==> src/hdl/hmbt_pkg.sv <==
package hmbt_pkg;

  localparam int MAP_SIZE = 1024;
  localparam int BETA_CD  = 2456;
  localparam int GAMMA_CD = 10726;
  localparam int MIN_CELL = 100;

  localparam int CORDIC_STEPS = 20;
  localparam int CORDIC_PER_STAGE = 4;
  localparam int CORDIC_STAGES = CORDIC_STEPS / CORDIC_PER_STAGE;

  localparam int QBITS = 18;
  localparam int DIV_PER_STAGE = 3;
  localparam int DIV_STAGES = QBITS / DIV_PER_STAGE;

  localparam logic [1:0] SEC_CENTER = 2'd0;
  localparam logic [1:0] SEC_RIGHT  = 2'd1;
  localparam logic [1:0] SEC_LEFT   = 2'd2;
  localparam logic [1:0] SEC_BEHIND = 2'd3;

  typedef struct packed {
    logic [1:0]          sec;
    logic signed [31:0]  x;
    logic signed [31:0]  y;
    logic signed [23:0]  z;
  } cordic_t;

  typedef struct packed {
    logic [1:0]  sec;
    logic        neg;
    logic [46:0] rem;
    logic [28:0] den;
    logic [17:0] q;
  } div_t;

  typedef struct packed {
    logic [1:0]         sec;
    logic signed [18:0] tan;
  } tan_t;

  function automatic logic signed [23:0] cordic_atan(input int i);
    logic signed [23:0] v;
    case (i)
      0:  v = 24'sd1152000;
      1:  v = 24'sd680065;
      2:  v = 24'sd359328;
      3:  v = 24'sd182400;
      4:  v = 24'sd91554;
      5:  v = 24'sd45822;
      6:  v = 24'sd22916;
      7:  v = 24'sd11459;
      8:  v = 24'sd5730;
      9:  v = 24'sd2865;
      10: v = 24'sd1432;
      11: v = 24'sd716;
      12: v = 24'sd358;
      13: v = 24'sd179;
      14: v = 24'sd90;
      15: v = 24'sd45;
      16: v = 24'sd22;
      17: v = 24'sd11;
      18: v = 24'sd6;
      19: v = 24'sd3;
      default: v = 24'sd0;
    endcase
    return v;
  endfunction

  function automatic cordic_t cordic_step(input cordic_t c, input int i);
    cordic_t o;
    logic signed [31:0] dx;
    logic signed [31:0] dy;
    o = c;
    dx = c.y >>> i;
    dy = c.x >>> i;
    if (c.z >= 0) begin
      o.x = c.x - dx;
      o.y = c.y + dy;
      o.z = c.z - cordic_atan(i);
    end else begin
      o.x = c.x + dx;
      o.y = c.y - dy;
      o.z = c.z + cordic_atan(i);
    end
    return o;
  endfunction

endpackage

==> src/hdl/hmbt_div.sv <==
module hmbt_div (
  input  logic             clk,
  input  logic             rst_n,
  input  logic             up_valid,
  input  hmbt_pkg::div_t   up_data,
  output logic             up_ready,
  output logic             dn_valid,
  input  logic             dn_ready,
  output hmbt_pkg::tan_t   dn_data
);
  import hmbt_pkg::*;

  logic v_r [DIV_STAGES];
  div_t d_r [DIV_STAGES];
  div_t d_nxt [DIV_STAGES];
  logic en [DIV_STAGES+1];

  always_comb begin
    en[DIV_STAGES] = dn_ready;
    for (int s = DIV_STAGES - 1; s >= 0; s--) begin
      en[s] = !v_r[s] || en[s+1];
    end
  end
  assign up_ready = en[0];

  // restoring division, one quotient bit per step, MSB first
  always_comb begin
    logic [46:0] sub;
    int          b;
    for (int s = 0; s < DIV_STAGES; s++) begin
      d_nxt[s] = (s == 0) ? up_data : d_r[(s == 0) ? 0 : s - 1];
      for (int k = 0; k < DIV_PER_STAGE; k++) begin
        b = QBITS - 1 - s * DIV_PER_STAGE - k;
        sub = 47'(d_nxt[s].den) << b;
        if (d_nxt[s].rem >= sub) begin
          d_nxt[s].rem = d_nxt[s].rem - sub;
          d_nxt[s].q[b] = 1'b1;
        end
      end
    end
  end

  always_ff @(posedge clk) begin
    for (int s = 0; s < DIV_STAGES; s++) begin
      if (!rst_n) begin
        v_r[s] <= 1'b0;
      end else if (en[s]) begin
        v_r[s] <= (s == 0) ? up_valid : v_r[(s == 0) ? 0 : s - 1];
      end
      if (en[s]) begin
        d_r[s] <= d_nxt[s];
      end
    end
  end

  div_t last;
  assign last = d_r[DIV_STAGES-1];
  assign dn_valid = v_r[DIV_STAGES-1];
  assign dn_data.sec = last.sec;
  assign dn_data.tan = last.neg ? -$signed({1'b0, last.q}) : $signed({1'b0, last.q});

endmodule

==> config.mk <==
export PLATFORM = sky130hd
export DESIGN_NAME = hmbt_div
export DESIGN_NICKNAME = d
export VERILOG_FILES = /design/src/hdl/hmbt_pkg.sv /design/src/hdl/hmbt_div.sv
export SDC_FILE = /design/constraint.sdc
export NUM_CORES = 2
export LEC_CHECK = 0
export ABC_CLOCK_PERIOD_IN_PS = 29800
export BUFFER_PORTS_ARGS = -buffer_cell sky130_fd_sc_hd__buf_2
export CORE_MARGIN = 2
export CORE_UTILIZATION = 40
export CTS_BUF_LIST = sky130_fd_sc_hd__clkbuf_2
export DETAILED_ROUTE_END_ITERATION = 8
export PLACE_DENSITY_LB_ADDON = 0.08
export SLEW_MARGIN = 20
export SYNTH_ARGS = -nofsm -noshare
export SYNTH_HDL_FRONTEND = slang
export SYNTH_SLANG_ARGS = --single-unit
==> constraint.sdc <==
create_clock -name clk -period 29.8 [get_ports clk]
set_input_delay 5.96 -clock clk [delete_from_list [all_inputs] [get_ports clk]]
set_output_delay 5.96 -clock clk [all_outputs]
set_load 0.005 [all_outputs]
Word level (Yosys, flattened, before mapping)
Memory sizes are Yosys's and may differ from the RTL's. Index checks and enable logic that the tools add are counted.

Add/subtract/negate cells: 19. Magnitude comparators: 18. Mux-type cells: 68. Bitwise gates (word level): 6. Reduce and logical (&&, ||, !) cells: 12.

Operators by type and width (count): $mux W47 (18); $mux W1 (49); $ge A47 B29 Y1 (1); $ge A47 B30 Y1 (1); $ge A47 B31 Y1 (1); $ge A47 B32 Y1 (1); $ge A47 B33 Y1 (1); $ge A47 B34 Y1 (1); $ge A47 B35 Y1 (1); $ge A47 B36 Y1 (1); $ge A47 B37 Y1 (1); $ge A47 B38 Y1 (1); $ge A47 B39 Y1 (1); $ge A47 B40 Y1 (1); $ge A47 B41 Y1 (1); $ge A47 B42 Y1 (1); $ge A47 B43 Y1 (1); $ge A47 B44 Y1 (1); $ge A47 B45 Y1 (1); $ge A47 B46 Y1 (1); $sub A47 B29 Y47 (1); $sub A47 B30 Y47 (1); $sub A47 B31 Y47 (1); $sub A47 B32 Y47 (1); other kinds (19) (34).

Register bits: 0. RAM bits: 588. Output and inout port bits: 23. Logic and storage cells: 125. Memories kept: 2.

Memory list: d_r (depth 6, bits a word 97, read ports 6, clocked after Yosys merged registers in 0, wr ports 6, line hmbt_div.sv:14) `div_t d_r [DIV_STAGES];`; v_r (depth 6, bits a word 1, read ports 6, clocked after Yosys merged registers in 0, wr ports 6, line hmbt_div.sv:13) `logic v_r [DIV_STAGES];`.

Depth between registers and ports, before layout
Depth in word-level cells: 11. Gate-level depth with buffers: 56.

Worst setup path before layout
OpenSTA, ideal clock, no wires.

Kind: input to register. Start: in up_data[64] in the netlist's numbering. End: mem d_r[0][65] in the netlist's numbering (data pin). Library setup time: 0.260 ns. Arrival time: 16.191 ns. Data required time: 29.540 ns. Setup slack: 13.349 ns. Stages: 50. Path through: inv_1 > ha_1 > inv_1 > fa_1 > a21o_1 > a21oi_1 > o21a_1 > o31ai_1 > a221o_1 > a221oi_1 > a221o_1 > o31ai_1 > clkbuf_1 > clkbuf_1 > mux2_2 > ha_1 > a21o_1 > a21o_1 > (+14 left out) > nor2b_1 > o21ai_0 > a21boi_0 > o21a_1 > o21ai_0 > nand2b_1 > nand3_1 > a31o_2 > a21oi_1 > a311o_1 > a211o_1 > o221ai_1 > o2111a_1 > o21ai_0 > nor3_2 > and2_1 > buf_2 > mux2_2.

RTL lines: start: declaration (line hmbt_div.sv:5) `input hmbt_pkg::div_t up_data,`; end: declaration (line hmbt_div.sv:14).

==> results.json <==
{
  "status": "completed",
  "max_freq_mhz": 59.9,
  "rsz0062_at_grt": "false",
  "rows": 130,
  "critPathMaxFanout": 47,
  "synth_top_area_frac": 0.303,
  "crit_arrival_ns": 17.97,
  "crit_required_ns": 31.06,
  "hold_viol_final": 0,
  "cts_sinks": 512,
  "grt_max_degree": 73,
  "ys_warn_count": 0,
  "endpoint_kind": "register",
  "synth_area_sq_um": 50600,
  "criticalPathCategory": "input pin to register",
  "syn_area_per_cell_sq_um": 8.80,
  "grt.met2_usage": 0.443,
  "numCtsBuffers": 143,
  "critPathMaxStageDelay_ns": 0.47,
  "fin_worst_skew_ns": 0.146,
  "period_share": 0.561,
  "cts_buffer_depth": 3,
  "setup-tns-final_ns": 0,
  "syn_nets": 6385,
  "hold_buffers": 0,
  "layout_common_cells": "601 x a21oi_1, 523 x ha_1, 511 x edfxtp_1, 467 x nand2_1, 408 x nor2_1",
  "worst_slew_pin_slew_ns": 1.25,
  "synth-edff-count": 511,
  "grt_busiest_layer": "met2",
  "grt_util_met3": 0.0221,
  "io_pins": 124,
  "drt_iter0_drc": 2075,
  "startpoint_type": "input pin",
  "synthTopCellsByArea": "edfxtp_1 30%, ha_1 13%, xnor2_1 6.3%",
  "syn2layout_area_growth_pct": 7.59,
  "cap_violations": 0,
  "ys_types": 111,
  "nets": 6551,
  "async_flop_share": 0,
  "rrSetupSlack_ns": 15.61,
  "grt.total_usage": 0.232,
  "layout_commonest_cell": "a21oi_1",
  "yosysTopAreaCell": "edfxtp_1",
  "start_util": 0.403,
  "dp_hpwl_um": 127000,
  "gp_congestion": 0.966,
  "critPathSlowestCell": "a221oi_1",
  "slew_viol_final": 0,
  "synthFlopType": "edfxtp_1",
  "fillers": 12600,
  "grt_pass1_wl_um": 236000,
  "grt_use_met1": 0.240,
  "drt-vias-per-instance": 5.56,
  "numPortBuffers": 123,
  "layout-drive-gt1-share": 0.111,
  "vias": 42600,
  "grt_pass1_vias": 43800,
  "die_h_um": 360,
  "yosysSeqAreaShare": 0.304,
  "cts_resized": 0,
  "drcViolationCount": 0,
  "synthCells": 5744,
  "clk_latency_ns": 1.52,
  "ant_nets": 0,
  "fp.coreArea_sq_um": 126000,
  "postCtsSetupRepairBufs": 0,
  "clockRootBuffer": "clkbuf_2",
  "clkTransAtPathRegs_ns": 0.12,
  "fin_crit_ns": 16.71,
  "h-tree-depth": 4,
  "drt-wirelength-per-cell_um": 19.8,
  "ys_ff_latch": 512,
  "setup_violations": 0,
  "wirelength_um": 152000,
  "antenna_found_initial": 3,
  "die_w_um": 360,
  "die-area_sq_um": 129000,
  "slew_headroom": 0.156,
  "drt-pass1-iter-count": 8,
  "cts_tree": "done",
  "overflow": 0,
  "hold_path.class": "register to register"
}
-- cells in the mapped netlist (all sizes together), types with 77 or more instances --
library cell and n:
a21oi 603, o21ai 379, ha 523, nand2b 106, xnor2 363, nor2b 77, nand4 107, a21o 247
xor2 155, edfxtp 511, nand3 133, nor2 412, clkbuf 97, nand2 471, mux2 176, nor3 108
inv 354
-- cells by family (layout without fill, tap and decap cells) --
group / after synthesis / in the layout / synth area share
other cells: 0 / 9 / 0
mux: 197 / 197 / 0.0434
fa+ha+maj: 540 / 540 / 0.136
buf+inv: 494 / 756 / 0.0383
compound gates: 1736 / 1736 / 0.216
flops: 512 / 512 / 0.304
xor+xnor: 518 / 518 / 0.0897
simple gates: 1747 / 1747 / 0.173
-- through the flow --
| stage | utilization | area, sq um | std cells | hold slack, ns | setup slack (ns) |
|---|---|---|---|---|---|
| 3_3_place_gp | 0.422 | 53000 | 7415 | 0.401 | 11.69 |
| 3_5_place_dp | 0.422 | 53000 | 7415 | 0.405 | 11.57 |
| 4_1_cts | 0.433 | 54400 | 7656 | 0.393 | 13.30 |
| 5_1_grt | 0.433 | 54400 | 7664 | 0.404 | 12.45 |
| 2_1_floorplan | - | 50600 | 5744 | 0.400 | 13.35 |
| 6_report | 0.433 | 54400 | 7665 | 0.392 | 13.09 |
-- metal layers --
metal  vias up  part of all wire
met1     19800              0.39
met5         -                 0
li1      21700                 -
met3       340             0.021
met2       725              0.52
met4         0             0.067
-- critical path: cells and delay by family --
family                     cells  cell delay (ns)
AOI/OAI and AO/OA             28             6.81
and+or+nand+nor                9             1.69
buffers and inverters          7             1.42
adders and majority gates      4             1.21
muxes                          2             0.78
-- cell type report --
class	instances	area (sq um)	share of cell area
clock inverters	46	377	0.00692
well taps	1650	2060	0.0380
flip-flops and latches	512	15400	0.282
multi-input cells	4738	33400	0.613
repair buffers	161	901	0.0166
clock buffers	195	976	0.0179
diodes	9	22.5	0.000414
inverters	354	1330	0.0245
-- worst paths after layout --
| path | from | to | cells past startpoint |
|---|---|---|---|
| worst max-delay path | up_data[64] | d_r[0][67] | 50 |
| worst min-delay path | d_r[4][5] | d_r[5][5] | 0 |
| worst max register to register | d_r[0][19] | d_r[1][70] | 45 |
| worst min register to register | d_r[4][5] | d_r[5][5] | 0 |
-- sequential cells by signal, summed over array words and instances, names as in the netlist --
| name | cells |
|---|---|
| v_r | 6 |
| d_r | 506 |
Power is not shown: default switching activity piles up to over one toggle a cycle in this logic, so the estimate is an artifact.
