==> config.mk <==
export PLATFORM = sky130hd
export DESIGN_NAME = hmbt_back
export DESIGN_NICKNAME = d
export VERILOG_FILES = /design/src/hdl/hmbt_pkg.sv /design/src/hdl/hmbt_back.sv
export SDC_FILE = /design/constraint.sdc
export NUM_CORES = 1
export LEC_CHECK = 0
export BUFFER_PORTS_ARGS = -buffer_cell sky130_fd_sc_hd__buf_2
export CORE_ASPECT_RATIO = 1.75
export CORE_MARGIN = 2
export CORE_UTILIZATION = 40
export DETAILED_ROUTE_END_ITERATION = 8
export GPL_TIMING_DRIVEN = 1
export PLACE_DENSITY = 0.56
export SYNTH_ARGS = -nofsm -noshare
export SYNTH_HDL_FRONTEND = slang
export SYNTH_SLANG_ARGS = --single-unit
==> constraint.sdc <==
create_clock -name clk -period 11.6 [get_ports clk]
set_input_delay 1.74 -clock clk [delete_from_list [all_inputs] [get_ports clk]]
set_output_delay 1.74 -clock clk [all_outputs]
set_load 0.01 [all_outputs]
==> src/hdl/hmbt_pkg.sv <==
package hmbt_pkg;

  localparam int MAP_SIZE = 1024;
  localparam int BETA_CD  = 2456;
  localparam int GAMMA_CD = 10726;
  localparam int MIN_CELL = 100;

  localparam int CORDIC_STEPS = 20;
  localparam int CORDIC_PER_STAGE = 4;
  localparam int CORDIC_STAGES = CORDIC_STEPS / CORDIC_PER_STAGE;

  localparam int QBITS = 18;
  localparam int DIV_PER_STAGE = 3;
  localparam int DIV_STAGES = QBITS / DIV_PER_STAGE;

  localparam logic [1:0] SEC_CENTER = 2'd0;
  localparam logic [1:0] SEC_RIGHT  = 2'd1;
  localparam logic [1:0] SEC_LEFT   = 2'd2;
  localparam logic [1:0] SEC_BEHIND = 2'd3;

  typedef struct packed {
    logic [1:0]          sec;
    logic signed [31:0]  x;
    logic signed [31:0]  y;
    logic signed [23:0]  z;
  } cordic_t;

  typedef struct packed {
    logic [1:0]  sec;
    logic        neg;
    logic [46:0] rem;
    logic [28:0] den;
    logic [17:0] q;
  } div_t;

  typedef struct packed {
    logic [1:0]         sec;
    logic signed [18:0] tan;
  } tan_t;

  function automatic logic signed [23:0] cordic_atan(input int i);
    logic signed [23:0] v;
    case (i)
      0:  v = 24'sd1152000;
      1:  v = 24'sd680065;
      2:  v = 24'sd359328;
      3:  v = 24'sd182400;
      4:  v = 24'sd91554;
      5:  v = 24'sd45822;
      6:  v = 24'sd22916;
      7:  v = 24'sd11459;
      8:  v = 24'sd5730;
      9:  v = 24'sd2865;
      10: v = 24'sd1432;
      11: v = 24'sd716;
      12: v = 24'sd358;
      13: v = 24'sd179;
      14: v = 24'sd90;
      15: v = 24'sd45;
      16: v = 24'sd22;
      17: v = 24'sd11;
      18: v = 24'sd6;
      19: v = 24'sd3;
      default: v = 24'sd0;
    endcase
    return v;
  endfunction

  function automatic cordic_t cordic_step(input cordic_t c, input int i);
    cordic_t o;
    logic signed [31:0] dx;
    logic signed [31:0] dy;
    o = c;
    dx = c.y >>> i;
    dy = c.x >>> i;
    if (c.z >= 0) begin
      o.x = c.x - dx;
      o.y = c.y + dy;
      o.z = c.z - cordic_atan(i);
    end else begin
      o.x = c.x + dx;
      o.y = c.y - dy;
      o.z = c.z + cordic_atan(i);
    end
    return o;
  endfunction

endpackage

==> src/hdl/hmbt_back.sv <==
module hmbt_back (
  input  logic             clk,
  input  logic             rst_n,
  input  logic             up_valid,
  input  hmbt_pkg::tan_t   up_data,
  output logic             up_ready,
  output logic             dn_valid,
  input  logic             dn_stall,
  output logic [11:0]      target_x,
  output logic [11:0]      target_y
);
  import hmbt_pkg::*;

  localparam logic [17:0] X_CENTER = 18'(MAP_SIZE / 2);
  localparam logic [17:0] X_RIGHT  = 18'((9 * MAP_SIZE) / 10);
  localparam logic [17:0] X_LEFT   = 18'(MAP_SIZE / 10);
  localparam logic [17:0] Y_CENTER = 18'((39 * MAP_SIZE) / 40);
  localparam logic [17:0] Y_BEHIND = 18'(MAP_SIZE / 10);
  localparam logic [17:0] MIN_C    = 18'(MIN_CELL);

  logic               v1_r, v2_r, v3_r;
  logic               en1, en2, en3;
  logic [1:0]         sec1_r, sec2_r;
  logic signed [35:0] p1_r;
  logic signed [35:0] p1_nxt;
  logic [17:0]        cx2_r;
  logic               neg2_r;
  logic [31:0]        q2_r;
  logic [17:0]        ty_raw;
  logic [17:0]        x_nxt, y_nxt;
  logic [11:0]        tx_r, ty_r;
  logic signed [20:0] tc;
  logic signed [20:0] ts;

  assign en3 = !v3_r || !dn_stall;
  assign en2 = !v2_r || en3;
  assign en1 = !v1_r || en2;
  assign up_ready = en1;

  always_comb begin
    tc = 21'(up_data.tan) * 21'sd7 + 21'sd262144;
    ts = 21'(up_data.tan) * 21'sd4 + 21'sd65536;
    if (up_data.sec == SEC_CENTER) begin
      p1_nxt = 36'(tc) * 36'(MAP_SIZE);
    end else begin
      p1_nxt = 36'(ts) * 36'(MAP_SIZE);
    end
  end

  always_comb begin
    ty_raw = neg2_r ? 18'd0 : 18'(q2_r >> 19);
    case (sec2_r)
      SEC_CENTER: begin
        x_nxt = cx2_r;
        y_nxt = Y_CENTER;
      end
      SEC_RIGHT: begin
        x_nxt = X_RIGHT;
        y_nxt = ty_raw;
      end
      SEC_LEFT: begin
        x_nxt = X_LEFT;
        y_nxt = ty_raw;
      end
      default: begin
        x_nxt = X_CENTER;
        y_nxt = Y_BEHIND;
      end
    endcase
    if (x_nxt < MIN_C) x_nxt = MIN_C;
    if (y_nxt < MIN_C) y_nxt = MIN_C;
  end

  always_ff @(posedge clk) begin
    if (!rst_n) begin
      v1_r <= 1'b0;
      v2_r <= 1'b0;
      v3_r <= 1'b0;
    end else begin
      if (en1) v1_r <= up_valid;
      if (en2) v2_r <= v1_r;
      if (en3) v3_r <= v2_r;
    end
    if (en1) begin
      sec1_r <= up_data.sec;
      p1_r   <= p1_nxt;
    end
    if (en2) begin
      sec2_r <= sec1_r;
      cx2_r  <= 18'(p1_r >>> 19);
      neg2_r <= p1_r[35];
      // divide by ten: multiply by the 16-bit reciprocal, shift in the next stage
      q2_r   <= 32'(p1_r[31:16]) * 32'd52429;
    end
    if (en3) begin
      tx_r <= x_nxt[11:0];
      ty_r <= y_nxt[11:0];
    end
  end

  assign dn_valid = v3_r;
  assign target_x = tx_r;
  assign target_y = ty_r;

endmodule

Word-level counts from Yosys, hierarchy flattened
Cells that the tools add are included.

Magnitude comparators: 2. Multiplexer cells: 4. $mul: 2. Equal/unequal tests: 2. Reductions and logical operators: 10. $add $sub $neg: 2.

Operators by type and width (number): 18-bit one-hot mux with 3 select lines (1); 18-bit by 7-bit < comparator with 1-bit output, second input constant (2); 36-bit two-way mux (1); 16-bit by 16-bit multiplier with 32-bit output, second input constant (1); 13-bit one-hot mux with 2 select lines (1); 21-bit by 18-bit adder with 21-bit output, second input constant (1); 21-bit by 20-bit adder with 21-bit output, second input constant (1); 19-bit by 4-bit multiplier with 21-bit output, second input constant (1); 13-bit two-way mux (1); 1-bit logical NOT (4); 2-bit logical NOT (2); 1-bit logical OR (3); 2-bit by 1-bit equality test with 1-bit output, second input constant (1); 2-bit equality test, second input constant (1); 2-bit OR reduction (1).

Word-level logic and storage cells: 33. Bits in registers: 117.

Logic depth before layout (Yosys ltp)
Gate-level depths: netlist of the first run.

Word-level depth: 4. Gate-level depth with buffers: 20.

Worst setup path before layout of the first run
OpenSTA, ideal clock, no wires.

Kind: reg-to-reg. Start point: register p1_r[23]. End point: register q2_r[29] (data pin). Period minus slack after synthesis: 5456 ps. Cell stages (with the launch flop): 21. Setup slack: 6144 ps. Arrival time: 5190 ps. Buffers on the path: 0. Data required time: 11334 ps. Library setup time: 266 ps. Cell sequence: edfxtp_1 ha_1 inv_1 fa_1 inv_1 fa_1 inv_1 fa_1 inv_1 fa_1 inv_1 fa_1 inv_1 ha_1 nand4_1 nor3_1 a211oi_1 nor2_1 or2_1 nand3_1 or3b_1.

Cells in the longest elaborated chain, start to end: 1.

Ends and longest elaborated chain: start: declaration (line hmbt_back.sv:24) `logic signed [35:0] p1_r;`; start signal: assignment (line hmbt_back.sv:86) `p1_r <= p1_nxt;`; 16-bit by 16-bit multiplier with 32-bit output (line hmbt_back.sv:93) `q2_r <= 32'(p1_r[31:16]) * 32'd52429;`; end signal: assignment (line hmbt_back.sv:93); end: declaration (line hmbt_back.sv:28) `logic [31:0] q2_r;`.

Every way passes these cells. A chain may end at the register's enable or synchronous reset.

Worst setup path after layout of the first run
Start point: register p1_r[24]. End point: register q2_r[26] (data pin).

Same word-level chain as after synthesis.

==> results of run 1 <==
==> worst register-to-register path, delay by kind of cell, from the launching register on <==
kind                       cells  cell delay [ns]
adders and majority gates      7             3.33
and+or+nand+nor                4             0.82
DFF                            1             0.51
AOI/OAI and AO/OA              2             0.51
buffers and inverters          6             0.34
xor gates and xnor gates       1             0.17
==> worst paths after layout <==
path / startpoint / to / slack, ns / depth (start not counted)
worst max-delay path: p1_r[24]$_DFFE_PP_ / q2_r[26]$_DFFE_PP_ / 5.65 / 20
worst min-delay path: sec1_r[1]$_DFFE_PP_ / sec2_r[1]$_DFFE_PP_ / 0.42 / 0
worst max register to register: p1_r[24]$_DFFE_PP_ / q2_r[26]$_DFFE_PP_ / 5.65 / 20
worst min register to register: sec1_r[1]$_DFFE_PP_ / sec2_r[1]$_DFFE_PP_ / 0.42 / 0
==> state kept, by name (all words and copies together) (netlist names) <==
| register | cells |
|---|---|
| q2_r | 13 |
| dn_valid | 1 |
| sec2_r | 2 |
| sec1_r | 2 |
| target_x | 12 |
| target_y | 12 |
| v2_r | 1 |
| cx2_r | 12 |
| p1_r | 15 |
| v1_r | 1 |
==> stage by stage <==
stage | util | std cells | cell area, um^2 | setup slack, ns | hold slack [ns]
after floorplan | - | 933 | 9201 | 6.144 | 0.4003
after global placement | 0.4328 | 1277 | 9803 | 5.801 | 0.4075
after detailed placement | 0.4328 | 1277 | 9803 | 5.661 | 0.4107
after CTS | 0.4463 | 1293 | 10110 | 5.659 | 0.4249
after global routing | 0.4463 | 1293 | 10110 | 5.308 | 0.4425
final | 0.4463 | 1293 | 10110 | 5.648 | 0.4217
==> synth_stat cells, types with 3 or more instances <==
master | n | area [um^2]
nor2b_1 | 7 | 43.79
nand4_1 | 3 | 18.77
o21a_1 | 7 | 52.55
nor3_1 | 10 | 50.05
inv_1 | 268 | 1006
and2_1 | 9 | 56.30
clkbuf_1 | 5 | 18.77
nand3_1 | 10 | 50.05
nor4_1 | 3 | 18.77
ha_1 | 181 | 2265
o31ai_1 | 5 | 37.54
o21ai_1 | 11 | 55.05
nand2_1 | 46 | 172.7
mux2i_1 | 3 | 30.03
xor2_1 | 14 | 122.6
a31oi_1 | 8 | 50.05
dfxtp_1 | 3 | 60.06
edfxtp_1 | 68 | 2042
o21bai_1 | 3 | 22.52
nor3b_1 | 4 | 30.03
fa_1 | 94 | 1882
a21oi_1 | 34 | 170.2
o21ai_0 | 17 | 85.08
and3_1 | 4 | 25.02
nand2b_1 | 3 | 18.77
a21o_1 | 14 | 105.1
xnor2_1 | 19 | 166.4
nor2_1 | 36 | 135.1
==> cell type report <==
| cell class | count | area, um^2 | area share |
|---|---|---|---|
| clock inverters | 6 | 67.56 | 0.006683 |
| inverters | 268 | 1006 | 0.09950 |
| multi-input cells | 588 | 6070 | 0.6004 |
| flip-flops and latches | 71 | 2102 | 0.2079 |
| repair buffers | 50 | 250.2 | 0.02475 |
| clock buffers | 10 | 239.0 | 0.02364 |
| well taps | 300 | 375.4 | 0.03713 |
==> cell families after synthesis <==
group | after synthesis
fa+ha+maj | 275
simple gates | 148
buf+inv | 274
mux | 4
compound gates | 128
xor+xnor | 33
flops | 71
==> routing by layer <==
metal  vias to the layer above  global-route usage  share of wire
li1                       3144                   -              -
met1                      3056              0.1642           0.35
met2                       103              0.3559           0.58
met3                        44             0.01726          0.016
met4                         0             0.09949          0.059
met5                         -                   0              0
==> impl_metrics.ini, run 1 <==
[critical_path]
critPathBufInv = 6
path_delay_family = adder cells
critPathRequiredTime_ns = 11.68
worst_setup_path_start_kind = flop
crit_fanout = 6
critPathSlowestCell = fa_1
slowest_delay_ns = 0.54
crit_path_end_kind = flop
cp_common_cell = inv_1
crit_arrival_ns = 6.03
path_cells = ha_1, inv_1, fa_1, inv_1, fa_1, inv_1, fa_1, inv_1, fa_1, inv_1, fa_1, inv_1, ha_1, nand4_1, nor3_1, a211oi_1, nor2_1, nor3_1, o21ai_0, xor2_1
path_class = flop to flop

[die]
die_y_um = 204.6
die_area_mm2 = 0.02428
io-pin-count = 51
num_rows = 73
initial_core_util = 0.4062
die_w_um = 118.7
core_area_mm2 = 0.02265

[timing]
final_hold_viol_count = 0
slew_headroom = 0.3008
fin_setup_tns_ns = 0
worstMarginPinSlew_ns = 1.048
grt_setup_unrepaired = false
setup_viol = 0
period_share = 0.5131
fin_worst_skew_ns = 0.008023
post-route-min-period_ns = 5.952
clock.fmax_ghz = 0.1680
drv_slew = 0

[route]
dr.pass1.iters = 4
drc_errors = 0
drt_iter0_markers = 247
ant_nets = 0
vias_per_cell = 4.909
vias = 6347
drt_wl_total_um = 20180
wire_per_inst_um = 15.61

[global_route]
grt_max_degree = 28
antenna_found_initial = 0
grt_overflow_total = 0
grt_pass1_vias = 6790
grt_use_total = 0.1745
grt_pass1_wl_um = 33110

[synth]
syn_area_mm2 = 0.009201
synth_mux_area_frac = 0.004487
synthAdderAreaFrac = 0.4506
synth_compound_area_frac = 0.09437
syn-instance-count = 933
yosys.area_share.simple = 0.07873
yosysWarnings = 0
syn-num-nets = 1233
synth-seq-cells = 71
synth_edf_count = 68
synthFlopType = edfxtp_1
synth_xor_area_frac = 0.03141
synth_top_family_by_area = adder cells
ys_seq_area_frac = 0.2284
syn_area_per_cell_um2 = 9.862
synthArstFlopShare = 0
synthDistinctLibCells = 62

[clock_tree]
cts.clk_slew.worst_paths_ns = 0.06
cts_tree = done
cts.sinks = 71
hold_buffers = 0
cts.repair.resized = 0
h-tree-depth = 3
cts_root_buffer = clkbuf_16
cts_buffer_depth = 2
cts_made_buffers = 9
clock_latency_ns = 0.34
cts_setup_buffers = 0

[placed_design]
place_congestion = 0.9202
dpl.hpwl_um = 18040
portBuffers = 50

[final_layout]
final_cell_mix = 268 x inv_1, 181 x ha_1, 94 x fa_1
fillers = 2243
antenna_cells = 0
drive_gt1_frac = 0.08258
final_common_cell = inv_1
syn_to_final_growth_pct = 9.872
final_nets = 1288

[min_path]
hold_path_class = flop to flop

[status]
status = completed

[job]
cap_violations = 0
Power of run 1 is left out: the tool's default activity adds up to more than one toggle a clock period on the data nets, which glitch-free logic cannot reach.
==> run 2, diff against run 1 <==
--- a/config.mk
+++ b/config.mk
@@ -5,6 +5,7 @@
 export SDC_FILE = /design/constraint.sdc
 export NUM_CORES = 1
 export LEC_CHECK = 0
+export ABC_AREA = 1
 export BUFFER_PORTS_ARGS = -buffer_cell sky130_fd_sc_hd__buf_2
 export CORE_ASPECT_RATIO = 1.75
 export CORE_MARGIN = 2
==> constraint.sdc (replaced) <==
create_clock -name clk -period 5.7 [get_ports clk]
set_input_delay 0.855 -clock clk [delete_from_list [all_inputs] [get_ports clk]]
set_output_delay 0.855 -clock clk [all_outputs]
set_load 0.01 [all_outputs]
==> impl_metrics.ini, run 2 <==
[status]
status = completed

[min_path]
worstHoldEndpoint = sec2_r[0]$_DFFE_PP_
hold_path_class = flop to flop
holdPathStages = 0
worstHoldStart = sec1_r[0]$_DFFE_PP_

[synth]
syn_area_per_cell_um2 = 8.363
yosys.area.top_type = ha_1
synthDistinctLibCells = 35
synth_edf_count = 68
synthArstFlopShare = 0
synth-seq-cells = 71
synth_most_common_cell = inv_1
synthFlopType = edfxtp_1
syn-num-nets = 1475
yosysWarnings = 0
yosys-top-cells-count = 324 x inv_1, 212 x nand2_1, 181 x ha_1
ys_seq_area_frac = 0.2139
synth_area_leaders = ha_1 23%, edfxtp_1 21%, fa_1 19%
syn-instance-count = 1175
netlist.area_leader.share = 0.2305
syn_area_mm2 = 0.009827

[route]
ant_nets = 0
drt_iter0_markers = 260
vias_per_cell = 4.855
drt_wl_total_um = 25000
vias = 7564
drc_errors = 0
wire_per_inst_um = 16.05
dr.pass1.iters = 5

[clock_tree]
cts_tree = done
cts.clk_slew.worst_paths_ns = 0.06
cts_buffer_depth = 2
cts.sinks = 71
h-tree-depth = 3
cts_root_buffer = clkbuf_16
clock_latency_ns = 0.35
cts_made_buffers = 9

[global_route]
grt_overflow_total = 0
grt_pass1_wl_um = 40400
grt_pass1_vias = 8208
grt_max_degree = 28
grt_use_total = 0.2071
antenna_found_initial = 0

[final_layout]
final_nets = 1545
syn_to_final_growth_pct = 10.38
largest_reg_flops = 15
final_cell_mix = 324 x inv_1, 212 x nand2_1, 180 x ha_1
final_common_cell = inv_1
drive_gt1_frac = 0.07120
antenna_cells = 0
top_regs = p1_r x15, q2_r x13
regMostFlops = p1_r

[timing]
post-route-min-period_ns = 5.390
drv_slew = 0
fin_worst_skew_ns = 0.005652
slew_headroom = 0.3991
worstMarginPinSlew_ns = 0.8981
clock.fmax_ghz = 0.1855
period_share = 0.9456
setup_viol = 0
fin_setup_tns_ns = 0
grt_setup_unrepaired = false
final_hold_viol_count = 0

[die]
core_area_mm2 = 0.02402
die_y_um = 211.3
initial_core_util = 0.4091
die_w_um = 122.5
die_area_mm2 = 0.02589
num_rows = 75
io-pin-count = 51

[placed_design]
dpl.hpwl_um = 22340
place_congestion = 0.9444
portBuffers = 50

[critical_path]
slowest_delay_ns = 0.54
crit_start = p1_r[20]$_DFFE_PP_
cp_common_cell = inv_1
crit_path_end_kind = flop
r2r-end = q2_r[31]$_DFFE_PP_
ff2ff_path_depth = 21
critPathBufInv = 6
path_delay_family = adder cells
r2r_start = p1_r[20]$_DFFE_PP_
crit_arrival_ns = 5.49
reg2reg_slack_ns = 0.31
crit_fanout = 7
path_class = flop to flop
critPathRequiredTime_ns = 5.80
path_cells = ha_1, inv_1, fa_1, inv_1, fa_1, inv_1, fa_1, inv_1, fa_1, inv_1, fa_1, inv_1, ha_1, a21oi_1, o21ai_0, a21oi_2, nor2_1, nor2_1, nand2_1, nand2_1, nand2_1
critPathSlowestCell = fa_1
worst_setup_path_start_kind = flop

[job]
cap_violations = 0
run 2: logic make-up after synthesis:
logic type      share of synthesized area
xor+xnor                          0.01961
compound gates                    0.06150
buf+inv                            0.1272
simple gates                       0.1558
flops                              0.2139
fa+ha+maj                          0.4219
run 2: layout make-up:
type | instances | area (um^2)
inverters | 328 | 1231
multi-input cells | 773 | 6481
flip-flops and latches | 71 | 2102
repair buffers | 62 | 340.3
clock buffers | 10 | 239.0
fillers | 2525 | 13180
well taps | 308 | 385.4
clock inverters | 6 | 67.56
run 2: through the flow:
| step | util | area (um^2) | hold WS, ns | setup WS, ns | cells |
|---|---|---|---|---|---|
| finish | 0.4515 | 10850 | 0.4267 | 0.3103 | 1558 |
| global route | 0.4515 | 10850 | 0.4534 | 0.007008 | 1558 |
| CTS | 0.4500 | 10810 | 0.4290 | 0.1650 | 1554 |
| detailed placement | 0.4372 | 10500 | 0.4084 | 0.1926 | 1538 |
| global placement | 0.4372 | 10500 | 0.4040 | 0.1934 | 1538 |
| floorplan | - | 9827 | 0.4003 | 0.7034 | 1175 |
run 2: worst reg2reg max path, stage by stage (launching register included):
cell	delay, ns
edfxtp_1	0.53
ha_1	0.39
inv_1	0.07
fa_1	0.50
inv_1	0.06
fa_1	0.53
inv_1	0.05
fa_1	0.53
inv_1	0.05
fa_1	0.54
inv_1	0.06
fa_1	0.53
inv_1	0.04
ha_1	0.32
a21oi_1	0.20
o21ai_0	0.20
a21oi_2	0.21
nor2_1	0.06
nor2_1	0.12
nand2_1	0.07
nand2_1	0.05
nand2_1	0.04
run 2: worst max path at each step:
stage | end | slack (ns) | cells past startpoint
final | q2_r[31]$_DFFE_PP_ | 0.31 | 21
after global routing | q2_r[31]$_DFFE_PP_ | 0.007 | 21
after CTS | q2_r[30]$_DFFE_PP_ | 0.17 | 18
after detailed placement | q2_r[30]$_DFFE_PP_ | 0.19 | 18
after global placement | q2_r[30]$_DFFE_PP_ | 0.19 | 18
after floorplan | q2_r[31]$_DFFE_PP_ | 0.70 | 21
run 2: layer usage:
metal	vias to the layer above	global-route usage	wire, um
met2	145	0.4115	14230
met1	3533	0.1852	8139
met3	89	0.02182	474
met4	0	0.1482	2158
li1	3797	-	-
met5	-	0	0
run 2: what timing repair did:
item,4_1_cts,5_1_grt
resized for setup,0,3
setup buffers,0,4
endpoints found under the setup margin,0,4
hold buffers,0,0
Power of run 2 is left out for the same reason.
