==> src/hdl/hmbt_pkg.sv <==
package hmbt_pkg;

  localparam int MAP_SIZE = 1024;
  localparam int BETA_CD  = 2456;
  localparam int GAMMA_CD = 10726;
  localparam int MIN_CELL = 100;

  localparam int CORDIC_STEPS = 20;
  localparam int CORDIC_PER_STAGE = 4;
  localparam int CORDIC_STAGES = CORDIC_STEPS / CORDIC_PER_STAGE;

  localparam int QBITS = 18;
  localparam int DIV_PER_STAGE = 3;
  localparam int DIV_STAGES = QBITS / DIV_PER_STAGE;

  localparam logic [1:0] SEC_CENTER = 2'd0;
  localparam logic [1:0] SEC_RIGHT  = 2'd1;
  localparam logic [1:0] SEC_LEFT   = 2'd2;
  localparam logic [1:0] SEC_BEHIND = 2'd3;

  typedef struct packed {
    logic [1:0]          sec;
    logic signed [31:0]  x;
    logic signed [31:0]  y;
    logic signed [23:0]  z;
  } cordic_t;

  typedef struct packed {
    logic [1:0]  sec;
    logic        neg;
    logic [46:0] rem;
    logic [28:0] den;
    logic [17:0] q;
  } div_t;

  typedef struct packed {
    logic [1:0]         sec;
    logic signed [18:0] tan;
  } tan_t;

  function automatic logic signed [23:0] cordic_atan(input int i);
    logic signed [23:0] v;
    case (i)
      0:  v = 24'sd1152000;
      1:  v = 24'sd680065;
      2:  v = 24'sd359328;
      3:  v = 24'sd182400;
      4:  v = 24'sd91554;
      5:  v = 24'sd45822;
      6:  v = 24'sd22916;
      7:  v = 24'sd11459;
      8:  v = 24'sd5730;
      9:  v = 24'sd2865;
      10: v = 24'sd1432;
      11: v = 24'sd716;
      12: v = 24'sd358;
      13: v = 24'sd179;
      14: v = 24'sd90;
      15: v = 24'sd45;
      16: v = 24'sd22;
      17: v = 24'sd11;
      18: v = 24'sd6;
      19: v = 24'sd3;
      default: v = 24'sd0;
    endcase
    return v;
  endfunction

  function automatic cordic_t cordic_step(input cordic_t c, input int i);
    cordic_t o;
    logic signed [31:0] dx;
    logic signed [31:0] dy;
    o = c;
    dx = c.y >>> i;
    dy = c.x >>> i;
    if (c.z >= 0) begin
      o.x = c.x - dx;
      o.y = c.y + dy;
      o.z = c.z - cordic_atan(i);
    end else begin
      o.x = c.x + dx;
      o.y = c.y - dy;
      o.z = c.z + cordic_atan(i);
    end
    return o;
  endfunction

endpackage

==> src/hdl/hmbt_front.sv <==
module hmbt_front (
  input  logic                  clk,
  input  logic                  rst_n,
  input  logic                  up_valid,
  input  logic signed [15:0]    heading,
  input  logic signed [15:0]    ref_heading,
  output logic                  up_ready,
  output logic                  dn_valid,
  input  logic                  dn_ready,
  output hmbt_pkg::cordic_t     dn_data
);
  import hmbt_pkg::*;

  logic              v_r;
  cordic_t           d_r;
  cordic_t           d_nxt;
  logic signed [17:0] diff;
  logic signed [17:0] alpha;
  logic signed [17:0] ang;
  logic              en;

  assign en = !v_r || dn_ready;
  assign up_ready = en;

  always_comb begin
    diff = 18'(ref_heading) - 18'(heading);
    if ((heading > 0 && ref_heading > 0) || (heading < 0 && ref_heading < 0)) begin
      alpha = diff;
    end else if (-diff > 18'sd18000) begin
      alpha = diff + 18'sd36000;
    end else if (diff > 18'sd18000) begin
      alpha = diff - 18'sd36000;
    end else begin
      alpha = diff;
    end
    d_nxt.x = 32'sd268435456;
    d_nxt.y = 32'sd0;
    if (alpha >= -18'(BETA_CD) && alpha <= 18'(BETA_CD)) begin
      d_nxt.sec = SEC_CENTER;
      ang = alpha;
    end else if (alpha > 18'(BETA_CD) && alpha <= 18'(GAMMA_CD)) begin
      d_nxt.sec = SEC_RIGHT;
      ang = 18'sd9000 - alpha;
    end else if (alpha < -18'(BETA_CD) && alpha >= -18'(GAMMA_CD)) begin
      d_nxt.sec = SEC_LEFT;
      ang = 18'sd9000 + alpha;
    end else begin
      d_nxt.sec = SEC_BEHIND;
      ang = 18'sd0;
    end
    d_nxt.z = {ang[15:0], 8'd0};
  end

  always_ff @(posedge clk) begin
    if (!rst_n) begin
      v_r <= 1'b0;
    end else if (en) begin
      v_r <= up_valid;
    end
    if (en && up_valid) begin
      d_r <= d_nxt;
    end
  end

  assign dn_valid = v_r;
  assign dn_data = d_r;

endmodule

==> config.mk <==
export PLATFORM = sky130hd
export DESIGN_NAME = hmbt_front
export DESIGN_NICKNAME = d
export VERILOG_FILES = /design/src/hdl/hmbt_pkg.sv /design/src/hdl/hmbt_front.sv
export SDC_FILE = /design/constraint.sdc
export NUM_CORES = 1
export LEC_CHECK = 0
export BUFFER_PORTS_ARGS = -buffer_cell sky130_fd_sc_hd__buf_4
export CAP_MARGIN = 20
export CORE_ASPECT_RATIO = 2
export CORE_MARGIN = 4
export CORE_UTILIZATION = 50
export CTS_CLUSTER_SIZE = 24
export DETAILED_ROUTE_END_ITERATION = 8
export GPL_TIMING_DRIVEN = 0
export PLACE_DENSITY = 0.75
export SYNTH_ARGS = -nofsm -noshare
export SYNTH_HDL_FRONTEND = slang
export SYNTH_SLANG_ARGS = --single-unit
export TNS_END_PERCENT = 50
==> constraint.sdc <==
create_clock -name clk -period 9 [get_ports clk]
set_input_delay 1.35 -clock clk [delete_from_list [all_inputs] [get_ports clk]]
set_output_delay 1.35 -clock clk [all_outputs]
set_load 0.02 [all_outputs]
; ---- Word-level counts from Yosys, hierarchy flattened
; Index checks and enable logic that the tools add are counted.
[totals]
ramBits = 0
n_memories = 0
rom_bits = 0
register_bits = 19
latchBits = 0
elab_cells = 40
[op_classes]
n_div = 0
n_mux = 8
mul = 0
n_addsub = 6
n_eq_ne = 0
bitwise_logic = 0
magnitude_cmp = 12
shifts = 0
n_reduce_logical = 10
[ops]
columns = op, n
row1 = $mux 18, 3
row2 = $mux 16, 3
row3 = $gt 16x1->1 const B, 2
row4 = $lt 16x1->1 const B, 2
row5 = $add 17x17->18 const B, 1
row6 = $ge 18x13->1 const B, 1
row7 = $ge 18x15->1 const B, 1
row8 = $gt 18x13->1 const B, 1
row9 = $gt 18x16->1 const B, 1
row10 = $le 18x13->1 const B, 1
row11 = $le 18x15->1 const B, 1
row12 = $lt 18x13->1 const B, 1
row13 = $neg 17->18, 1
row14 = $sub 17x17->18 const B, 1
row15 = $gt 17x16->1 const B, 1
row16 = $sub 16x16->17, 1
row17 = $add 15x16->16 const A, 1
row18 = $sub 15x16->16 const A, 1
row19 = $logic_and 1x1->1, 6
row20 = $logic_or 1x1->1, 2
row21 = $mux 1, 2
row22 = $reduce_or 2->1, 1
row23 = $logic_not 1->1, 1

; ---- Depth between registers and ports, before layout
; Gate-level depths: netlist of the first run.
[logic_depth]
depth_word = 10
mapped_depth = 28
mapped_depth_nobuf = 23

; ---- Least setup slack after synthesis of the first run
; OpenSTA, ideal clock, no wires.
[synth_path]
kind = input-to-reg
startpoint = input ref_heading[0]
endpoint = register d_r (netlist bit dn_data[18]), data pin
n_path_buf = 5
t_arrival_ns = 6.484
setup_slack_ns = 2.245
stages = 26
path_cell_list = inv_1 -> ha_1 -> fa_1 -> nand2b_1 -> a21boi_2 -> nor3_1 -> nor2_1 -> inv_1 -> ha_1 -> and3_1 -> clkbuf_1 -> a2111oi_0 -> a211oi_1 -> and4b_1 -> or3_1 -> buf_6 -> buf_6 -> a32oi_1 -> o311a_2 -> buf_6 -> nand4_1 -> o31ai_2 -> nor2_4 -> buf_2 -> a221oi_2 -> a21oi_1
[synth_via]
elab_chain_cells = 10
elab_cells_between_ends = 28
classes_between = add/sub (6) / order compare (10) / mux (6) / reduce/logical (6)
[synth_rtl]
columns = item, line
row1 = start: declaration, hmbt_front.sv:6  ; input logic signed [15:0] ref_heading,
row2 = $sub 16x16->17, hmbt_front.sv:26  ; diff = 18'(ref_heading) - 18'(heading);
row3 = "$neg 17->18, or another cell as far along", hmbt_front.sv:29  ; end else if (-diff > 18'sd18000) begin
row4 = $gt 18x16->1 or $mux 18 (tied branches), "hmbt_front.sv:29, hmbt_front.sv:31"
row5 = $mux 18, hmbt_front.sv:29
row6 = $mux 18 (*), hmbt_front.sv:27  ; if ((heading > 0 && ref_heading > 0) || (heading < 0 && ref_heading < 0)) begin
row7 = $lt 18x13->1 or $ge 18x15->1 (tied branches), hmbt_front.sv:44  ; end else if (alpha < -18'(BETA_CD) && alpha >= -18'(GAMMA_CD)) begin
row8 = $logic_and 1x1->1, hmbt_front.sv:44
row9 = $mux 16, hmbt_front.sv:44
row10 = $mux 16, hmbt_front.sv:41  ; end else if (alpha > 18'(BETA_CD) && alpha <= 18'(GAMMA_CD)) begin
row11 = $mux 16 (*), hmbt_front.sv:38  ; if (alpha >= -18'(BETA_CD) && alpha <= 18'(BETA_CD)) begin
row12 = net ang[10], hmbt_front.sv:19  ; logic signed [17:0] ang;
row13 = end signal: assignment, hmbt_front.sv:61  ; d_r <= d_nxt;
row14 = end: declaration, hmbt_front.sv:15  ; cordic_t d_r;
; The timed path passes the listed nets; every way through them passes the cells marked *.
; A chain may end at the register's enable or synchronous reset.

; ---- Worst setup path after layout of the first run
[layout_path]
startpoint = input heading[0]
endpoint = register d_r (netlist bit dn_data[18]), data pin
[layout_via]
elab_chain_cells = 10
elab_cells_between_ends = 28
classes_between = add/sub (6) / order compare (10) / mux (6) / reduce/logical (6)
[layout_rtl]
columns = item, line
row1 = start: declaration, hmbt_front.sv:5  ; input logic signed [15:0] heading,
row2 = $sub 16x16->17, hmbt_front.sv:26
row3 = "$neg 17->18, or another cell as far along", hmbt_front.sv:29
row4 = $gt 18x16->1 or $mux 18 (tied branches), "hmbt_front.sv:29, hmbt_front.sv:31"
row5 = $mux 18, hmbt_front.sv:29
row6 = $mux 18 (*), hmbt_front.sv:27
row7 = $lt 18x13->1 or $ge 18x15->1 (tied branches), hmbt_front.sv:44
row8 = $logic_and 1x1->1, hmbt_front.sv:44
row9 = $mux 16, hmbt_front.sv:44
row10 = $mux 16, hmbt_front.sv:41
row11 = $mux 16 (*), hmbt_front.sv:38
row12 = net ang[10], hmbt_front.sv:19
; Marks and branches as above.

==> results of run 1 <==
## sequential cells by signal, indices dropped and copies added (netlist names)
| name | count |
|---|---|
| dn_data | 18 |
| dn_valid | 1 |
## final cells by class
type | count | area (um2)
clock buffers | 3 | 75.1
clock inverters | 1 | 5.00
multi-input cells | 531 | 3540
plain buffers | 100 | 706
flip-flops and latches | 19 | 561
fillers | 868 | 3530
well taps | 102 | 128
inverters | 31 | 116
repair buffers | 55 | 413
## metrics by stage
stage,utilization,instance area (um2)
2_1_floorplan,-,4930
3_3_place_gp,0.602,5470
3_5_place_dp,0.602,5470
4_1_cts,0.611,5550
5_1_grt,0.611,5550
6_report,0.611,5550
## metal layers
layer	global-route usage	part of all wire
met4	0.254	0.096
met1	0.200	0.31
met5	0	0
met2	0.510	0.55
met3	0.0312	0.046
## layout by cell type (no fill, tap or decap), types with 8 or more instances in the layout
master,n
nand3_1,19
edfxtp_1,18
clkbuf_1,9
nor2_1,53
ha_1,26
xnor2_1,15
a31oi_1,13
inv_1,30
nor4_1,14
o211ai_1,9
nor3_1,33
buf_4,129
conb_1,72
nand2_1,33
a21oi_1,33
o21a_1,10
and2_1,10
a21o_1,8
o21ai_0,17
buf_2,11
## synthesized netlist by cell type, drive strengths merged, types with 3 or more instances
| library cell | count | area (um2) |
|---|---|---|
| o211ai | 10 | 88.8 |
| a311oi | 6 | 71.3 |
| o211a | 3 | 30.0 |
| xor2 | 5 | 58.8 |
| xnor2 | 15 | 131 |
| o21ai | 22 | 118 |
| or3 | 7 | 43.8 |
| nor2 | 55 | 216 |
| nand3 | 19 | 95.1 |
| nand4 | 7 | 43.8 |
| mux2i | 5 | 50.1 |
| and4 | 7 | 61.3 |
| a211oi | 7 | 77.6 |
| a31o | 4 | 35.0 |
| ha | 26 | 325 |
| o21a | 10 | 75.1 |
| a2111oi | 5 | 50.0 |
| clkbuf | 10 | 38.8 |
| o311ai | 4 | 42.6 |
| o31ai | 5 | 47.5 |
| a21oi | 34 | 174 |
| o22ai | 6 | 50.0 |
| nor4 | 17 | 143 |
| nand3b | 5 | 37.5 |
| a32oi | 4 | 35.0 |
| a21boi | 7 | 56.3 |
| nor3 | 34 | 181 |
| nor3b | 3 | 22.5 |
| nand2 | 34 | 130 |
| or4 | 3 | 26.3 |
| or2 | 6 | 37.5 |
| edfxtp | 18 | 541 |
| a31oi | 14 | 93.8 |
| inv | 30 | 113 |
| a41oi | 4 | 35.0 |
| a21o | 8 | 60.1 |
| and3 | 6 | 37.5 |
| buf | 90 | 667 |
| a221oi | 9 | 103 |
| nand2b | 7 | 43.8 |
| and2 | 10 | 62.6 |
## power groups by stage
stage / Sequential [mW] / Combinational [mW] / Clock [mW]
2_1_floorplan: 0.161 / 0.544 / 0
3_3_place_gp: 0.134 / 0.732 / 0
3_5_place_dp: 0.135 / 0.745 / 0
4_1_cts: 0.133 / 0.748 / 0.0912
5_1_grt: 0.135 / 0.825 / 0.0948
6_report: 0.133 / 0.768 / 0.0917
## logic make-up (layout without fill, tap and decap cells)
family | count (synthesis) | in the layout
fa+ha+maj | 27 | 27
mux | 6 | 6
buf+inv | 131 | 190
other cells | 2 | 72
xor+xnor | 20 | 20
flops | 19 | 19
compound gates | 183 | 183
simple gates | 223 | 223
## worst paths after layout
path | end | slack [ps] | depth (start not counted)
worst min register to register | dn_valid | 540 | 2
worst min-delay path | dn_valid | 540 | 2
worst max register to register | dn_data[17] | 7580 | 2
worst max-delay path | dn_data[18] | 770 | 26
## worst max-delay path, delay by kind of cell
| family | cells | cell delay (ps) |
|---|---|---|
| adder cells (fa/ha/maj) | 3 | 860 |
| XOR/XNOR | 1 | 660 |
| AND/OR/NAND/NOR | 8 | 1790 |
| buffers and inverters | 5 | 1060 |
| AO/OA/AOI/OAI | 9 | 2480 |
==> out/metrics.csv, run 1 <==
stage,metric,value,unit
run_status,run status,finished clean,
synth,"flops & latches, synth",19,
critical_path,WS Path Type,in -> reg,
timing,post-layout minimum cycle time,8230,ps
global_route,initial antenna violation count,0,
placement,routability cong.,0.948,
critical_path,crit path launch,heading[0],
synth,adder-cell share of the synthesized area,0.0741,
pwr,clock power share,0.092,
die,standard-cell rows,49,
synth,Simple-Gate Fraction of Synth Area,0.259,
placement,Place WS,622,ps
die,core area,9070,um2
detailed_routing,via count,5077,
global_route,gr ovfl total,0,
timing,Final Setup Violations,0,
timing,Achievable Freq,121,MHz
critical_path,"Max FO, Critical Path",10,
detailed_routing,DRC violations left,0,
pwr,combinational share of power,0.774,
pwr,Pwr Total,0.992,mW
pwr,PwrDens,179,nW/um2
die,IO Count,128,
die,DIE AREA,11000,um2
cells_and_area,Area Growth Syn to Fin,18.9,%
synth,post-synth cell types,92,
synth,Post-synth EDFFs,18,
synth,synth warn,0,
timing,hold_ws,537,ps
placement,hpwl dp,12.4,mm
flow_run,max_cap viols,0,
synth,Avg Synthesized Cell Area,7.63,um2
pwr,switching share of total power,0.531,
critical_path,Setup crit start kind,input pin,
synth,largest family of logic cells by synthesized area,compound AO/OA/AOI/OAI gates,
die,Die Span X,76.3,um
placement,placed cell count,838,
clock_network,H-tree depth,1,
timing,Final Skew,3.29,ps
timing,final setup margin,766,ps
clock_network,cts-stage hold buffer count,0,
timing,Setup TNS,0,ps
timing,final-report hold violation count,0,
global_route,vias in the first global route,5037,
pwr,P_leak,2.50,nW
synth,commonest register cell after synthesis,edfxtp_1,
detailed_routing,drt wl/cell,17.5,um
pwr,Seq pwr share,0.134,
timing,RSZ-0062 raised after global routing,no,
synth,sequential area share after synthesis,0.120,
pwr,Int Pwr,0.465,mW
global_route,largest net degree at the start of global routing,19,
cells_and_area,antenna cell count,0,
die,Die Span Y,145,um
global_route,first-pass GRT wire length,22.6,mm
pwr,switching power,0.527,mW
min_path,Hold Crit Class,reg -> reg,
timing,Slew HR,0.461,
clock_network,clock buffer count from CTS,3,
pwr,VDD IR max,99.1,uV
critical_path,reg2reg start,dn_valid,
clock_network,post_cts resized,0,
clock_network,Clock Path Buffers,2,
die,starting density of the core,0.514,
critical_path,max incr delay on CP,740,ps
synth,Synth Area in Compound Gates,0.314,
cells_and_area,Layout Nets,804,
synth,Synth Area in XOR/XNOR,0.0408,
clock_network,setup bufs post-CTS,0,
synth,post-synthesis mux area share,0.0131,
synth,Post-Syn Instances,611,
critical_path,Slowest cell on crit path,o31ai_2,
clock_network,clk slew on worst S/H paths,50,ps
placement,input/output buffers,55,
detailed_routing,WL final,14.7,mm
timing,fin crit share,0.915,
critical_path,Setup crit end kind,register,
clock_network,CTS tree,done,
clock_network,CTS Root Cell,clkbuf_16,
detailed_routing,Detail Route Antenna Nets,0,
timing,measured slew at the worst slew-check pin,803,ps
timing,Final Max Tran Viols,0,
critical_path,CP arrival,8220,ps
cells_and_area,share of cells above drive strength 1,0.264,
detailed_routing,vias per cell,6.03,
detailed_routing,initial detailed-routing violation count,325,
global_route,Overall Global Routing Usage,0.254,
cells_and_area,"Cell Count, Final, Fillers Out",842,
clock_network,Clock Sinks,19,
synth,Mapped Area,4660,um2
min_path,Worst Min Path Start,dn_valid,
critical_path,"Req. time, crit path",8980,ps
synth,"Async S/R FF share, synth",0,
clock_network,worst skew pair latency,250,ps
detailed_routing,First-pass DRT Iterations,5,
Power figures use the tool's default switching activity.
==> run 2: changes to the inputs <==
--- a/config.mk
+++ b/config.mk
@@ -7,13 +7,15 @@
 export LEC_CHECK = 0
 export BUFFER_PORTS_ARGS = -buffer_cell sky130_fd_sc_hd__buf_4
 export CAP_MARGIN = 20
+export CELL_PAD_IN_SITES_DETAIL_PLACEMENT = 0
+export CELL_PAD_IN_SITES_GLOBAL_PLACEMENT = 1
 export CORE_ASPECT_RATIO = 2
 export CORE_MARGIN = 4
-export CORE_UTILIZATION = 50
+export CORE_UTILIZATION = 39
 export CTS_CLUSTER_SIZE = 24
 export DETAILED_ROUTE_END_ITERATION = 8
 export GPL_TIMING_DRIVEN = 0
-export PLACE_DENSITY = 0.75
+export PLACE_DENSITY = 0.81
 export SYNTH_ARGS = -nofsm -noshare
 export SYNTH_HDL_FRONTEND = slang
 export SYNTH_SLANG_ARGS = --single-unit
==> out/metrics.csv, run 2 (synthesis results as in run 1) <==
stage,metric,value,unit
run_status,run status,finished clean,
cells_and_area,Area Growth Syn to Fin,20.1,%
critical_path,reg2reg start,dn_valid,
critical_path,Worst R2R End,dn_data[10],
timing,Setup TNS,0,ps
min_path,Hold Crit Class,reg -> reg,
detailed_routing,via count,5013,
timing,hold_ws,578,ps
global_route,initial antenna violation count,0,
critical_path,flop2flop setup slack,7540,ps
die,standard-cell rows,56,
die,DIE AREA,13900,um2
placement,placed cell count,881,
timing,Achievable Freq,123,MHz
timing,Final Max Tran Viols,0,
timing,Slew HR,0.440,
placement,hpwl dp,13.0,mm
cells_and_area,"commonest non-fill, non-tap cell in the layout",buf_4,
die,core area,11700,um2
timing,Final Skew,1.23,ps
placement,input/output buffers,55,
cells_and_area,Reg area,561,um2
detailed_routing,metal2 WL,8.81,mm
critical_path,WS Path Type,in -> reg,
cells_and_area,"Cell Count, Final, Fillers Out",885,
clock_network,cts-stage hold buffer count,0,
min_path,Min-Delay Path Depth,2,
detailed_routing,First-pass DRT Iterations,5,
min_path,Worst Min Path Start,dn_valid,
global_route,Overall Global Routing Usage,0.212,
critical_path,"Req. time, crit path",8990,ps
clock_network,H-tree depth,1,
global_route,largest net degree at the start of global routing,19,
clock_network,clk slew on worst S/H paths,50,ps
global_route,vias in the first global route,4921,
detailed_routing,Detail Route Antenna Nets,0,
clock_network,clock buffer count from CTS,3,
cells_and_area,FILL cells,1209,
clock_network,Clock Path Buffers,2,
cells_and_area,antenna cell count,0,
detailed_routing,drt wl/cell,17.2,um
timing,Final Setup Violations,0,
die,Die Span X,85.3,um
critical_path,"Max FO, Critical Path",10,
die,IO Count,128,
clock_network,CTS tree,done,
detailed_routing,WL met3,605,um
detailed_routing,DRC violations left,0,
cells_and_area,footprint of the multi-input gates,3540,um2
cells_and_area,"commonest cells after routing, fill and taps aside","buf_4 (129), conb_1 (72), nor2_1 (53)",
timing,fin crit share,0.906,
critical_path,Setup crit end kind,register,
detailed_routing,initial detailed-routing violation count,203,
clock_network,CTS Root Cell,clkbuf_16,
cells_and_area,Layout Nets,804,
global_route,first-pass GRT wire length,23.7,mm
die,Die Span Y,163,um
clock_network,setup bufs post-CTS,0,
placement,routability cong.,0.914,
timing,measured slew at the worst slew-check pin,834,ps
cells_and_area,share of cells above drive strength 1,0.262,
clock_network,worst skew pair latency,260,ps
critical_path,reg2reg path depth,2,
timing,post-layout minimum cycle time,8160,ps
pwr,P_leak,2.50,nW
clock_network,Clock Sinks,19,
cells_and_area,max reg flops,18,
flow_run,max_cap viols,0,
critical_path,CP arrival,8150,ps
detailed_routing,uppermost layer routed,met4,
pwr,PwrDens,178,nW/um2
pwr,VDD IR max,134,uV
detailed_routing,vias per cell,5.66,
timing,final-report hold violation count,0,
detailed_routing,M1 wire length,4.79,mm
critical_path,Setup crit start kind,input pin,
min_path,WHS Endpoint,dn_valid,
global_route,gr ovfl total,0,
timing,RSZ-0062 raised after global routing,no,
die,starting density of the core,0.399,
detailed_routing,WL final,15.2,mm
clock_network,post_cts resized,0,
run 2: metal layers:
metal	track usage	vias to the layer above
met5	0	-
met4	0.140	0
met3	0.0101	54
met2	0.437	201
met1	0.187	2336
li1	-	2422
run 2: power breakdown:
part | switching (mW) | internal (mW) | leakage [nW] | total [mW]
clock | 0.0345 | 0.0604 | 0.0382 | 0.0949
sequential | 0.00460 | 0.128 | 0.184 | 0.132
combinational | 0.491 | 0.278 | 2.28 | 0.769
run 2: worst max path at each step:
stage | start | to | slack (ps) | depth (start not counted)
2_1_floorplan | ref_heading[0] | dn_data[18] | 2250 | 26
3_3_place_gp | heading[0] | dn_data[18] | 770 | 26
3_5_place_dp | heading[0] | dn_data[18] | 660 | 26
4_1_cts | heading[0] | dn_data[18] | 960 | 26
5_1_grt | heading[0] | dn_data[18] | 540 | 26
6_report | heading[0] | dn_data[18] | 840 | 26
run 2: metrics by stage:
step	util	power [mW]	cell area, um2	worst slack (ps)
4_1_cts	0.479	0.985	5600	958
3_5_place_dp	0.472	0.889	5520	657
5_1_grt	0.479	1.06	5600	541
2_1_floorplan	-	0.705	4930	2250
3_3_place_gp	0.472	0.876	5520	766
6_report	0.479	0.996	5600	843
run 2: critical path, stage by stage:
cell	delay (ps)
buf_4	120
ha_1	220
fa_1	430
nand2b_1	230
a21bo_2	220
a21boi_0	370
nor2_1	230
inv_1	170
ha_1	220
and3_1	160
clkbuf_1	260
nand3_1	160
nor4_1	390
nand3b_1	200
a2bb2oi_1	80
a31oi_1	210
and2_1	140
buf_2	230
a41oi_1	160
xnor2_1	710
o311ai_0	400
o31ai_2	750
nor2_4	190
buf_2	260
a221oi_2	240
a21oi_1	60
run 2: final cells by class:
cell class                      count  area share
Buffer                            100       0.126
Multi-Input combinational cell    531       0.633
Sequential cell                    19       0.100
Clock buffer                        4      0.0141
Timing Repair Buffer               55      0.0737
Tap cell                          145      0.0324
Inverter                           31      0.0208
==> run 3: changes to the inputs <==
--- a/config.mk
+++ b/config.mk
@@ -11,11 +11,11 @@
 export CELL_PAD_IN_SITES_GLOBAL_PLACEMENT = 1
 export CORE_ASPECT_RATIO = 2
 export CORE_MARGIN = 4
-export CORE_UTILIZATION = 39
+export CORE_UTILIZATION = 42
 export CTS_CLUSTER_SIZE = 24
 export DETAILED_ROUTE_END_ITERATION = 8
 export GPL_TIMING_DRIVEN = 0
-export PLACE_DENSITY = 0.81
+export PLACE_DENSITY = 0.86
 export SYNTH_ARGS = -nofsm -noshare
 export SYNTH_HDL_FRONTEND = slang
 export SYNTH_SLANG_ARGS = --single-unit
==> constraint.sdc (replaced) <==
create_clock -name clk -period 10.4 [get_ports clk]
set_input_delay 1.56 -clock clk [delete_from_list [all_inputs] [get_ports clk]]
set_output_delay 1.56 -clock clk [all_outputs]
set_load 0.02 [all_outputs]
==> out/metrics.csv, run 3 (synthesis results as in run 1) <==
stage,metric,value,unit
timing,final-report hold violation count,0,
clock_network,CTS tree,done,
critical_path,CP arrival,8670,ps
detailed_routing,vias per cell,5.64,
global_route,Overall Global Routing Usage,0.233,
placement,input/output buffers,55,
run_status,run status,finished clean,
detailed_routing,Detail Route Antenna Nets,0,
die,starting density of the core,0.429,
global_route,vias in the first global route,4935,
cells_and_area,share of cells above drive strength 1,0.264,
detailed_routing,First-pass DRT Iterations,5,
clock_network,setup bufs post-CTS,0,
cells_and_area,"commonest non-fill, non-tap cell in the layout",buf_4,
die,standard-cell rows,54,
timing,measured slew at the worst slew-check pin,805,ps
timing,Final Skew,2.13,ps
critical_path,Setup crit start kind,input pin,
critical_path,"Req. time, crit path",10410,ps
pwr,VDD IR max,121,uV
clock_network,clock buffer count from CTS,3,
detailed_routing,initial detailed-routing violation count,214,
global_route,first-pass GRT wire length,23.2,mm
clock_network,H-tree depth,1,
global_route,largest net degree at the start of global routing,19,
timing,Final Setup Violations,0,
cells_and_area,"commonest cells after routing, fill and taps aside","buf_4 (129), conb_1 (72), nor2_1 (53)",
flow_run,max_cap viols,0,
placement,routability cong.,0.950,
critical_path,Slowest cell on crit path,o31ai_2,
placement,placed cell count,876,
detailed_routing,via count,4963,
cells_and_area,Util after Layout,0.514,
die,DIE AREA,13000,um2
critical_path,WS Path Type,in -> reg,
timing,post-layout minimum cycle time,8660,ps
clock_network,CTS Root Cell,clkbuf_16,
cells_and_area,max reg flops,18,
pwr,P_leak,2.50,nW
detailed_routing,WL met3,630,um
timing,RSZ-0062 raised after global routing,no,
pwr,Pwr Total,0.864,mW
placement,Place WS,1550,ps
pwr,combinational share of power,0.773,
clock_network,worst skew pair latency,260,ps
placement,hpwl dp,13.0,mm
clock_network,Clock Sinks,19,
clock_network,cts-stage hold buffer count,0,
critical_path,"Max FO, Critical Path",10,
cells_and_area,"Cell Count, Final, Fillers Out",880,
timing,Setup TNS,0,ps
detailed_routing,uppermost layer routed,met4,
pwr,Seq pwr share,0.133,
detailed_routing,drt wl/cell,17.4,um
cells_and_area,Layout Nets,804,
clock_network,post_cts resized,0,
timing,hold_ws,559,ps
pwr,clock power share,0.094,
placement,Placed Area,5510,um2
die,Die Span X,82.5,um
detailed_routing,metal2 WL,8.71,mm
cells_and_area,antenna cell count,0,
detailed_routing,DRC violations left,0,
detailed_routing,WL final,15.3,mm
cells_and_area,FILL cells,1117,
timing,final setup margin,1740,ps
pwr,Int Pwr,0.403,mW
pwr,PwrDens,154,nW/um2
cells_and_area,Area Growth Syn to Fin,20.0,%
cells_and_area,Reg area,561,um2
pwr,switching share of total power,0.534,
pwr,switching power,0.461,mW
cells_and_area,"Design Area, Final",5590,um2
die,Die Span Y,157,um
clock_network,Clock Path Buffers,2,
die,IO Count,128,
detailed_routing,M1 wire length,4.75,mm
cells_and_area,footprint of the multi-input gates,3540,um2
die,core area,10900,um2
timing,fin crit share,0.833,
timing,Final Max Tran Viols,0,
timing,Slew HR,0.460,
global_route,gr ovfl total,0,
clock_network,clk slew on worst S/H paths,50,ps
timing,Achievable Freq,115,MHz
min_path,Hold Crit Class,reg -> reg,
critical_path,max incr delay on CP,750,ps
global_route,initial antenna violation count,0,
critical_path,Setup crit end kind,register,
run 3: changes by cell type in the layout (fill, tap and decap cells not counted):
| cell | delta |
|---|---|
| clkinv_2 | +1 |
| clkbuf_1 | -1 |
run 3: path summary, 6_finish.rpt:
check | start | end | slack (ps) | cells past startpoint
setup reg to reg | dn_valid | dn_data[14] | 8960 | 2
hold reg to reg | dn_valid | dn_valid | 560 | 2
setup / recovery | heading[0] | dn_data[15] | 1740 | 26
hold / removal | dn_valid | dn_valid | 560 | 2
run 3: cell type report:
cell class,count,area share
Clock inverter,1,0.000895
Tap cell,140,0.0313
Multi-Input combinational cell,531,0.633
Buffer,100,0.126
Inverter,31,0.0208
Timing Repair Buffer,55,0.0738
Clock buffer,3,0.0134
Sequential cell,19,0.100
run 3: critical path: cells and delay by family:
family	cells	cell delay, ps
compound gates	8	2450
simple gates	8	1940
buf+inv	5	1070
fa+ha+maj	3	860
xor+xnor	1	660
mux	1	100
run 3: routing by layer:
layer  global-route usage  up-vias
met5                    0        -
met4                0.182        0
met3               0.0126       75
met2                0.470      205
met1                0.193     2257
li1                     -     2426
run 3: power by group through the flow:
| stage | Clock, mW | Combinational, mW | Sequential [mW] |
|---|---|---|---|
| 2_1_floorplan | 0 | 0.471 | 0.139 |
| 3_3_place_gp | 0 | 0.649 | 0.116 |
| 3_5_place_dp | 0 | 0.654 | 0.116 |
| 4_1_cts | 0.0814 | 0.655 | 0.115 |
| 5_1_grt | 0.0840 | 0.719 | 0.116 |
| 6_report | 0.0816 | 0.668 | 0.115 |
